[src/rtl/assert_macros.svh]
// ----------------------------------------------------------------------------
// Assertion macros
// Shared assertion helpers, clocked on clk_i and disabled during reset.
// ----------------------------------------------------------------------------
`ifndef ASSERT_MACROS_SVH
`define ASSERT_MACROS_SVH

// Property must hold at every clock edge outside reset.
`define TRK_ASSERT(lbl, prop, msg) \
  lbl: assert property (@(posedge clk_i) disable iff (!rst_ni) (prop)) else $error(msg);

// Condition must never be true at a clock edge outside reset.
`define TRK_ASSERT_NEVER(lbl, cond, msg) \
  lbl: assert property (@(posedge clk_i) disable iff (!rst_ni) !(cond)) else $error(msg);

`endif

[src/rtl/aabb_tot_pkg.sv]
// ----------------------------------------------------------------------------
// aabb_tot_pkg
// Types, constants and pair tables shared by the overlap tracker.
// ----------------------------------------------------------------------------
package aabb_tot_pkg;

  localparam int MAX_TRIGGERS = 8;
  localparam int COORD_BITS   = 24;
  localparam int OWNER_BITS   = 8;
  localparam int SLOT_W       = 3;
  localparam int IDX_W        = $clog2(MAX_TRIGGERS);
  localparam int PAIR_COUNT   = (MAX_TRIGGERS * (MAX_TRIGGERS - 1)) / 2;
  localparam int PAIR_W       = $clog2(PAIR_COUNT);
  localparam int EV_COUNT     = 2 * PAIR_COUNT;
  localparam int EV_W         = $clog2(EV_COUNT);
  localparam int IN_DATA_W    = 160;
  localparam int OUT_DATA_W   = 8;

  typedef enum logic [1:0] {
    OP_WRITE  = 2'd0,
    OP_REMOVE = 2'd1,
    OP_TICK   = 2'd2
  } op_e;

  localparam logic KIND_ENTER = 1'b0;
  localparam logic KIND_EXIT  = 1'b1;

  // One stored box; owner in the lowest bits.
  typedef struct packed {
    logic signed [COORD_BITS-1:0] hi_z;
    logic signed [COORD_BITS-1:0] hi_y;
    logic signed [COORD_BITS-1:0] hi_x;
    logic signed [COORD_BITS-1:0] lo_z;
    logic signed [COORD_BITS-1:0] lo_y;
    logic signed [COORD_BITS-1:0] lo_x;
    logic [OWNER_BITS-1:0]        owner;
  } box_t;

  localparam int BOX_W = $bits(box_t);

  typedef logic [PAIR_COUNT-1:0][SLOT_W-1:0] pair_tab_t;

  // Lower slot of each pair in ascending pair order.
  function automatic pair_tab_t build_first();
    pair_tab_t t;
    int p;
    t = '0;
    p = 0;
    for (int i = 0; i < MAX_TRIGGERS; i++) begin
      for (int j = i + 1; j < MAX_TRIGGERS; j++) begin
        t[p] = SLOT_W'(i);
        p++;
      end
    end
    return t;
  endfunction

  // Higher slot of each pair in ascending pair order.
  function automatic pair_tab_t build_second();
    pair_tab_t t;
    int p;
    t = '0;
    p = 0;
    for (int i = 0; i < MAX_TRIGGERS; i++) begin
      for (int j = i + 1; j < MAX_TRIGGERS; j++) begin
        t[p] = SLOT_W'(j);
        p++;
      end
    end
    return t;
  endfunction

  localparam pair_tab_t PAIR_FIRST  = build_first();
  localparam pair_tab_t PAIR_SECOND = build_second();

  // Pairs that involve the given slot.
  function automatic logic [PAIR_COUNT-1:0] slot_pairs(logic [IDX_W-1:0] s);
    logic [PAIR_COUNT-1:0] m;
    int p;
    m = '0;
    p = 0;
    for (int i = 0; i < MAX_TRIGGERS; i++) begin
      for (int j = i + 1; j < MAX_TRIGGERS; j++) begin
        m[p] = (s == IDX_W'(i)) || (s == IDX_W'(j));
        p++;
      end
    end
    return m;
  endfunction

  // Pairs whose two slots are both valid.
  function automatic logic [PAIR_COUNT-1:0] valid_pairs(logic [MAX_TRIGGERS-1:0] v);
    logic [PAIR_COUNT-1:0] m;
    int p;
    m = '0;
    p = 0;
    for (int i = 0; i < MAX_TRIGGERS; i++) begin
      for (int j = i + 1; j < MAX_TRIGGERS; j++) begin
        m[p] = v[i] & v[j];
        p++;
      end
    end
    return m;
  endfunction

endpackage

[src/rtl/aabb_tot_ram.sv]
// ----------------------------------------------------------------------------
// aabb_tot_ram
// Generic RAM with one write port and two registered read ports.
// ----------------------------------------------------------------------------
module aabb_tot_ram #(
  parameter int Width = 8,
  parameter int Depth = 8
) (
  input  logic                     clk_i,
  input  logic                     we_i,
  input  logic [$clog2(Depth)-1:0] waddr_i,
  input  logic [Width-1:0]         wdata_i,
  input  logic [$clog2(Depth)-1:0] raddr_a_i,
  input  logic [$clog2(Depth)-1:0] raddr_b_i,
  output logic [Width-1:0]         rdata_a_o,
  output logic [Width-1:0]         rdata_b_o
);

  logic [Width-1:0] mem_q [Depth];

  // Write port and registered reads.
  always_ff @(posedge clk_i) begin
    if (we_i) begin
      mem_q[waddr_i] <= wdata_i;
    end
    rdata_a_o <= mem_q[raddr_a_i];
    rdata_b_o <= mem_q[raddr_b_i];
  end

endmodule

[src/rtl/aabb_tot_hit.sv]
// ----------------------------------------------------------------------------
// aabb_tot_hit
// Inclusive axis-aligned box test on three axes, signed coordinates.
// ----------------------------------------------------------------------------
module aabb_tot_hit
  import aabb_tot_pkg::*;
(
  input  box_t box_a_i,
  input  box_t box_b_i,
  output logic hit_o
);

  logic hit_x, hit_y, hit_z;

  // Each axis overlaps when the intervals touch or cross.
  assign hit_x = (box_a_i.lo_x <= box_b_i.hi_x) && (box_a_i.hi_x >= box_b_i.lo_x);
  assign hit_y = (box_a_i.lo_y <= box_b_i.hi_y) && (box_a_i.hi_y >= box_b_i.lo_y);
  assign hit_z = (box_a_i.lo_z <= box_b_i.hi_z) && (box_a_i.hi_z >= box_b_i.lo_z);

  assign hit_o = hit_x & hit_y & hit_z;

endmodule

[src/rtl/aabb_trigger_overlap_tracker.sv]
// Write and remove complete in idle; the next transaction is taken the cycle after.
// Tick: tests every pair (one RAM read of two boxes per cycle), then walks the
// event positions in order (up to 2 * PAIR_COUNT), paced by the event scan and
// by output back-pressure; no results for write and remove.
// Reset clears the valid bits, the recorded overlaps and the output valid, and
// returns to idle with the input ready; box data in the RAM is undefined until written.
// ----------------------------------------------------------------------------
// aabb_trigger_overlap_tracker
// Tracks overlaps between trigger boxes and reports enter and exit events.
// ----------------------------------------------------------------------------
`include "assert_macros.svh"

module aabb_trigger_overlap_tracker
  import aabb_tot_pkg::*;
(
  input  logic                  clk_i,
  input  logic                  rst_ni,
  input  logic                  s_axis_tvalid_i,
  output logic                  s_axis_tready_o,
  // op[1:0], slot[4:2], active[5], owner[13:6], min_x[37:14], min_y[61:38],
  // min_z[85:62], max_x[109:86], max_y[133:110], max_z[157:134], zero pad
  input  logic [IN_DATA_W-1:0]  s_axis_tdata_i,
  output logic                  m_axis_tvalid_o,
  input  logic                  m_axis_tready_i,
  // first_slot[2:0], second_slot[5:3], zero pad
  output logic [OUT_DATA_W-1:0] m_axis_tdata_o,
  // kind[0]
  output logic                  m_axis_tuser_o,
  output logic                  m_axis_tlast_o
);

  typedef enum logic [1:0] {
    ST_IDLE,
    ST_EVAL,
    ST_DRAIN,
    ST_EMIT
  } state_e;

  state_e                  state_q, state_d;
  logic [MAX_TRIGGERS-1:0] valid_q, valid_d;
  logic [PAIR_COUNT-1:0]   prior_q, prior_d;
  logic [PAIR_COUNT-1:0]   now_q, now_d;
  logic [EV_COUNT-1:0]     mask_q, mask_d;
  logic [IDX_W-1:0]        i_q, i_d, j_q, j_d;
  logic [PAIR_W-1:0]       p_q, p_d, p_rd_q, p_rd_d;
  logic                    pend_q, pend_d;
  logic                    pv_q, pv_d;
  logic [EV_W-1:0]         k_q, k_d;
  logic                    out_valid_q, out_valid_d;
  logic                    out_kind_q, out_kind_d;
  logic                    out_last_q, out_last_d;
  logic [SLOT_W-1:0]       out_first_q, out_first_d, out_second_q, out_second_d;

  logic                    in_fire;
  op_e                     in_op;
  logic [SLOT_W-1:0]       in_slot;
  logic                    in_active;
  logic                    slot_ok;
  logic                    ram_we;
  logic [BOX_W-1:0]        rd_a, rd_b;
  box_t                    box_a, box_b;
  logic                    hit;
  logic                    out_free;
  logic                    ev_kind;
  logic [PAIR_W-1:0]       ev_pair;
  logic [EV_COUNT-1:0]     mask_left;

  // Input transaction fields.
  assign in_fire   = s_axis_tvalid_i & s_axis_tready_o;
  assign in_op     = op_e'(s_axis_tdata_i[1:0]);
  assign in_slot   = s_axis_tdata_i[4:2];
  assign in_active = s_axis_tdata_i[5];
  assign slot_ok   = 32'(in_slot) < MAX_TRIGGERS;
  assign ram_we    = in_fire && (in_op == OP_WRITE) && slot_ok;

  // The table is only written in idle and only read during a tick, so the
  // stalled input port keeps accesses to one entry from overlapping.
  aabb_tot_ram #(
    .Width (BOX_W),
    .Depth (MAX_TRIGGERS)
  ) u_box_ram (
    .clk_i     (clk_i),
    .we_i      (ram_we),
    .waddr_i   (in_slot[IDX_W-1:0]),
    .wdata_i   (s_axis_tdata_i[BOX_W+5:6]),
    .raddr_a_i (i_q),
    .raddr_b_i (j_q),
    .rdata_a_o (rd_a),
    .rdata_b_o (rd_b)
  );

  assign box_a = box_t'(rd_a);
  assign box_b = box_t'(rd_b);

  aabb_tot_hit u_hit (
    .box_a_i (box_a),
    .box_b_i (box_b),
    .hit_o   (hit)
  );

  // Event position decode for the scan.
  assign out_free  = !out_valid_q || m_axis_tready_i;
  assign ev_kind   = 32'(k_q) >= PAIR_COUNT;
  assign ev_pair   = ev_kind ? PAIR_W'(32'(k_q) - PAIR_COUNT) : PAIR_W'(k_q);
  assign mask_left = mask_q & ~(EV_COUNT'(1) << k_q);

  // Next-state logic.
  always_comb begin
    state_d      = state_q;
    valid_d      = valid_q;
    prior_d      = prior_q;
    now_d        = now_q;
    mask_d       = mask_q;
    i_d          = i_q;
    j_d          = j_q;
    p_d          = p_q;
    p_rd_d       = p_rd_q;
    pend_d       = 1'b0;
    pv_d         = pv_q;
    k_d          = k_q;
    out_valid_d  = out_valid_q & ~m_axis_tready_i;
    out_kind_d   = out_kind_q;
    out_last_d   = out_last_q;
    out_first_d  = out_first_q;
    out_second_d = out_second_q;

    // Capture the pair result that arrives from the RAM this cycle.
    if (pend_q) begin
      now_d[p_rd_q] = pv_q && (box_a.owner != box_b.owner) && hit;
    end

    case (state_q)
      ST_IDLE: begin
        if (in_fire) begin
          case (in_op)
            OP_WRITE: begin
              if (slot_ok) begin
                valid_d[in_slot[IDX_W-1:0]] = in_active;
              end
            end
            OP_REMOVE: begin
              if (slot_ok) begin
                valid_d[in_slot[IDX_W-1:0]] = 1'b0;
                prior_d = prior_q & ~slot_pairs(in_slot[IDX_W-1:0]);
              end
            end
            OP_TICK: begin
              state_d = ST_EVAL;
              now_d   = '0;
              i_d     = '0;
              j_d     = IDX_W'(1);
              p_d     = '0;
            end
            default: ;
          endcase
        end
      end

      // Present one pair per cycle to the RAM.
      ST_EVAL: begin
        pend_d = 1'b1;
        p_rd_d = p_q;
        pv_d   = valid_q[i_q] & valid_q[j_q];
        if (32'(p_q) == PAIR_COUNT - 1) begin
          state_d = ST_DRAIN;
        end else begin
          p_d = p_q + PAIR_W'(1);
          if (32'(j_q) == MAX_TRIGGERS - 1) begin
            i_d = i_q + IDX_W'(1);
            j_d = i_q + IDX_W'(2);
          end else begin
            j_d = j_q + IDX_W'(1);
          end
        end
      end

      // Last pair lands; build the event mask, enters before exits.
      ST_DRAIN: begin
        mask_d  = {prior_q & ~now_d & valid_pairs(valid_q), now_d & ~prior_q};
        prior_d = now_d;
        k_d     = '0;
        state_d = ST_EMIT;
      end

      // Walk the event positions in order.
      ST_EMIT: begin
        if (mask_q == '0) begin
          state_d = ST_IDLE;
        end else if (mask_q[k_q]) begin
          if (out_free) begin
            out_valid_d  = 1'b1;
            out_kind_d   = ev_kind ? KIND_EXIT : KIND_ENTER;
            out_first_d  = PAIR_FIRST[ev_pair];
            out_second_d = PAIR_SECOND[ev_pair];
            out_last_d   = (mask_left == '0);
            mask_d       = mask_left;
            k_d          = k_q + EV_W'(1);
            if (mask_left == '0) begin
              state_d = ST_IDLE;
            end
          end
        end else begin
          k_d = k_q + EV_W'(1);
        end
      end

      default: state_d = ST_IDLE;
    endcase
  end

  // State and registered outputs.
  always_ff @(posedge clk_i or negedge rst_ni) begin
    if (!rst_ni) begin
      state_q     <= ST_IDLE;
      valid_q     <= '0;
      prior_q     <= '0;
      pend_q      <= 1'b0;
      out_valid_q <= 1'b0;
    end else begin
      state_q     <= state_d;
      valid_q     <= valid_d;
      prior_q     <= prior_d;
      pend_q      <= pend_d;
      out_valid_q <= out_valid_d;
    end
  end

  // Payload and scan registers.
  always_ff @(posedge clk_i) begin
    now_q        <= now_d;
    mask_q       <= mask_d;
    i_q          <= i_d;
    j_q          <= j_d;
    p_q          <= p_d;
    p_rd_q       <= p_rd_d;
    pv_q         <= pv_d;
    k_q          <= k_d;
    out_kind_q   <= out_kind_d;
    out_last_q   <= out_last_d;
    out_first_q  <= out_first_d;
    out_second_q <= out_second_d;
  end

  assign s_axis_tready_o = (state_q == ST_IDLE);
  assign m_axis_tvalid_o = out_valid_q;
  assign m_axis_tdata_o  = {{(OUT_DATA_W - 2 * SLOT_W){1'b0}}, out_second_q, out_first_q};
  assign m_axis_tuser_o  = out_kind_q;
  assign m_axis_tlast_o  = out_last_q;

  // The recorded overlap set stays put while pairs are being tested.
  `TRK_ASSERT(a_prior_stable_eval, (state_q == ST_EVAL) |=> $stable(prior_q), "prior changed in eval")
  // A removed slot leaves no recorded overlap behind.
  `TRK_ASSERT(a_remove_clears, (in_fire && (in_op == OP_REMOVE) && slot_ok) |=> ((prior_q & slot_pairs($past(in_slot[IDX_W-1:0]))) == '0), "remove left overlaps")
  // Every reported pair names the lower slot first.
  `TRK_ASSERT_NEVER(a_pair_order, m_axis_tvalid_o && (out_first_q >= out_second_q), "pair out of order")

endmodule
[config.mk]
export PLATFORM = sky130hd
export DESIGN_NAME = aabb_trigger_overlap_tracker
export DESIGN_NICKNAME = d
export VERILOG_FILES = /design/src/rtl/aabb_tot_pkg.sv /design/src/rtl/aabb_tot_ram.sv /design/src/rtl/aabb_tot_hit.sv /design/src/rtl/aabb_trigger_overlap_tracker.sv
export VERILOG_INCLUDE_DIRS = /design/src /design/src/rtl
export SDC_FILE = /design/constraint.sdc
export NUM_CORES = 2
export LEC_CHECK = 0
export ABC_AREA = 1
export BUFFER_PORTS_ARGS = -buffer_cell sky130_fd_sc_hd__buf_4
export CORE_UTILIZATION = 40
export CTS_CLUSTER_SIZE = 20
export DETAILED_ROUTE_END_ITERATION = 10
export HOLD_SLACK_MARGIN = 0.1
export PLACE_DENSITY_LB_ADDON = 0.2
export SYNTH_ARGS = -nofsm -noshare
export SYNTH_HDL_FRONTEND = slang
export SYNTH_SLANG_ARGS = --single-unit
[constraint.sdc]
create_clock -name clk_i -period 8.43 [get_ports clk_i]
set_input_delay 0.4215 -clock clk_i [delete_from_list [all_inputs] [get_ports clk_i]]
set_output_delay 0.4215 -clock clk_i [all_outputs]
set_load 0.01 [all_outputs]
==> results.sh <==
export IMPL_numCtsBuffers=180
export IMPL_seqCellArea_um2=46800
export IMPL_worst_slew_pin_slew_ns=1.16
export IMPL_vias_per_cell=5.59
export IMPL_status="finished with violations"
export IMPL_max_clock_path_buffers=3
export IMPL_multiInputGateArea_um2=24400
export IMPL_crit_fanout=111
export IMPL_fin_util_pct=46.3
export IMPL_stdcell_area_um2=87100
export IMPL_placedCellCount=9924
export IMPL_portBuffers=171
export IMPL_cpMaxStageDelayCell="buf_12"
export IMPL_p_leak_nw=32.3
export IMPL_netlist_area_um2=76000
export IMPL_clk_pin_slew_worst_paths_ns=0.06
export IMPL_synthArstFlopShare_pct=2.39
export IMPL_seq_power_share_pct=35.9
export IMPL_p_int_mw=18.5
export IMPL_rr_endpoint="u_box_ram.mem_q[7][125]$_DFFE_PP_"
export IMPL_finalSetupTns_ns=0
export IMPL_overflow=0
export IMPL_pin_count=176
export IMPL_vdd_ir_drop_worst_uv=416
export IMPL_rsz0062_at_grt="false"
export IMPL_dp_slack_ns=4.26
export IMPL_core_area_um2=188000
export IMPL_syn_inst=7707
export IMPL_cp_cell_sequence="inv_1 > ha_1 > nand2_1 > nor2_1 > inv_1 > nor2_1 > inv_1 > nor2_4 > buf_4 > buf_12"
export IMPL_grt_pass1_wl_um=338000
export IMPL_synthFlopType="edfxtp_1"
export IMPL_crit_path_start_kind="flip-flop"
export IMPL_num_vias=58500
export IMPL_relSlewSlack_pct=22.9
export IMPL_instances_no_fill=10500
export IMPL_pwr_share_clk_pct=26.7
export IMPL_p_sw_mw=11.8
export IMPL_postPlaceCellArea_um2=79300
export IMPL_fillers=17200
export IMPL_ys_seq_area_share_pct=61.5
export IMPL_cts_sinks=1675
export IMPL_cap_violations=0
export IMPL_startpoint="state_q[0]$_DFFE_PN0P_"
export IMPL_fin_skew_ns=0.0310
export IMPL_failed_checks="DRC"
export IMPL_grt_antenna_before_repair=43
export IMPL_synth_edf_count=1303
export IMPL_crit_required_ns=8.86
export IMPL_avgSynthCellArea_um2=9.86
export IMPL_drt_pre_antenna_iters=11
export IMPL_clk_latency_ns=0.83
export IMPL_dieArea_um2=192000
export IMPL_synth_warnings=0
export IMPL_yosys_area_top_type="edfxtp_1"
export IMPL_max_freq_mhz=243
export IMPL_p_sw_share_pct=39.0
export IMPL_start_util_pct=40.4
export IMPL_setup_viol=0
export IMPL_power_density_nw_per_um2=347
export IMPL_worstSetupEndpointType="flip-flop"
export IMPL_ctsHtreeMaxLevel=4
export IMPL_dp_hpwl_um=123000
export IMPL_yosysTopAreaCellShare_pct=51.5
export IMPL_criticalPathCategory="flip-flop to flip-flop"
export IMPL_drv_slew=0
export IMPL_num_rows=159
export IMPL_path_common_cell="inv_1"
export IMPL_ctsResizeCount=0
export IMPL_syn_to_final_growth_pct=14.5
export IMPL_grt_pass1_vias=55800
export IMPL_power_share_combinational_pct=37.4
export IMPL_setup_ws_ns=4.32
export IMPL_crit_arrival_ns=4.54
export IMPL_r2r_slack_ns=4.32
export IMPL_gp_congestion=0.865
export IMPL_wl_per_cell_um=21.4
export IMPL_layout_nets=8097
export IMPL_die_h_um=438
export IMPL_r2r_start="state_q[0]$_DFFE_PN0P_"
export IMPL_cts_root_buf="clkbuf_16"
export IMPL_drive_above_1_share_pct=7.20
export IMPL_track_usage_pct=22.8
export IMPL_yosysMostFrequentCell="o21ai_0"
export IMPL_drt_initial_drc_count=5781
export IMPL_grt_max_degree=219
export IMPL_wl_um=224000
export IMPL_drcViolationCount=14
export IMPL_synth_commonest_cells="1358 x o21ai_0, 1303 x edfxtp_1, 933 x nand2_1"
export IMPL_cp_slowest_stage_delay_ns=0.78
export IMPL_die_w_um=438
export IMPL_synth_seq_cells=1675
export IMPL_hold_viol=0
export IMPL_synth_distinct_cells=41
export IMPL_reg2regPathDepth=10
export IMPL_ant_nets=0
export IMPL_layout_min_cycle_time_ns=4.11
export IMPL_yosys_top_cells_area="edfxtp_1 51%, o21ai_0 8.9%, dfxtp_1 8.7%"
export IMPL_hp_class="input pin to asynchronous set/reset pin"
export IMPL_min_period_over_period_pct=48.7
export IMPL_cts_tree="done"
## cell type report
type / instances / area share (%)
flip-flops and latches: 1675 / 53.7
well taps: 2495 / 3.59
clock inverters: 77 / 0.954
clock buffers: 263 / 6.02
multi-input cells: 4729 / 28.0
diodes: 26 / 0.0747
inverters: 784 / 3.42
repair buffers: 401 / 4.19
## kinds of logic (layout without fill, tap and decap cells)
family	count (synthesis)	in the layout	synth area share, %
AO/OA/AOI/OAI	2759	2759	19.9
AND/OR/NAND/NOR	1797	1797	9.33
flip-flops	1675	1675	61.5
buffers and inverters	1304	1525	6.47
adder cells (fa/ha/maj)	162	162	2.67
XOR/XNOR	9	9	0.104
other	1	28	0.00493
## what timing repair did
item | in CTS | in global routing
setup buffers | 0 | 0
hold buffers | 160 | 0
hold endpoints to repair | 1270 | 0
## flip-flops by register name, indices dropped and copies added (netlist names), 6 cells and up
register	cells
now_q	28
u_box_ram.mem_q	1216
k_q	6
valid_q	8
prior_q	28
u_box_ram.rdata_a_o	152
u_box_ram.rdata_b_o	152
mask_q	56
## placed cells by master (no fill, tap or decap), drive strengths merged, types with 4 or more instances in the layout
cell,n
o21ai,1358
edfxtp,1303
nand2,934
inv,790
a21oi,712
nor2,670
dfxtp,332
o211ai,325
a31oi,311
clkbuf,263
buf,241
ha,162
dlygate4sd3,160
nand3,65
nor3,56
clkinv,49
dfrtp,40
or2,29
nand4,27
diode,26
o22ai,25
nor4,16
bufinv,14
o21a,9
clkinvlp,8
a21o,6
xor2,5
xnor2,4
## routing by layer
layer  part of all wire (%)  up-vias  wire length (um)  track usage, %
met5                  0.059        -               133               0
met4                    2.4       20              5270            7.01
met3                    6.8      382             15100            3.49
met2                     46     2237            104000            37.0
met1                     44    28400             99200            31.3
li1                       -    27400                 -               -
## power by group through the flow
stage | Combinational (mW) | Sequential, mW | Clock [mW]
final | 11.3 | 10.9 | 8.06
after CTS | 11.3 | 10.8 | 8.19
after global placement | 10.9 | 11.0 | 0
after floorplan | 7.81 | 10.8 | 0
after global routing | 12.7 | 11.0 | 8.51
after detailed placement | 11.1 | 11.0 | 0
## metrics by stage
step                total power [mW]  hold slack (ns)
detailed placement              22.1            0.464
floorplan                       18.6            0.126
CTS                             30.3            0.115
global route                    32.1            0.178
global placement                21.9            0.468
finish                          30.2            0.165
## worst max-delay path, delay by kind of cell, from the launching register on
| family | cells | cell delay [ns] |
|---|---|---|
| buffers and inverters | 5 | 2.13 |
| adder cells (fa/ha/maj) | 1 | 0.27 |
| AND/OR/NAND/NOR | 4 | 0.73 |
| flip-flops | 1 | 0.42 |
## worst max path at each step
stage | endpoint | slack [ns] | depth (start not counted)
floorplan | u_box_ram.mem_q[0][0]$_DFFE_PP_ | 0.17 | 8
global placement | u_box_ram.mem_q[7][47]$_DFFE_PP_ | 4.32 | 10
detailed placement | u_box_ram.mem_q[7][123]$_DFFE_PP_ | 4.26 | 10
CTS | u_box_ram.mem_q[7][123]$_DFFE_PP_ | 4.25 | 10
global route | u_box_ram.mem_q[7][125]$_DFFE_PP_ | 4.10 | 10
finish | u_box_ram.mem_q[7][125]$_DFFE_PP_ | 4.32 | 10
Note: power is estimated with default switching activity, not from simulation.
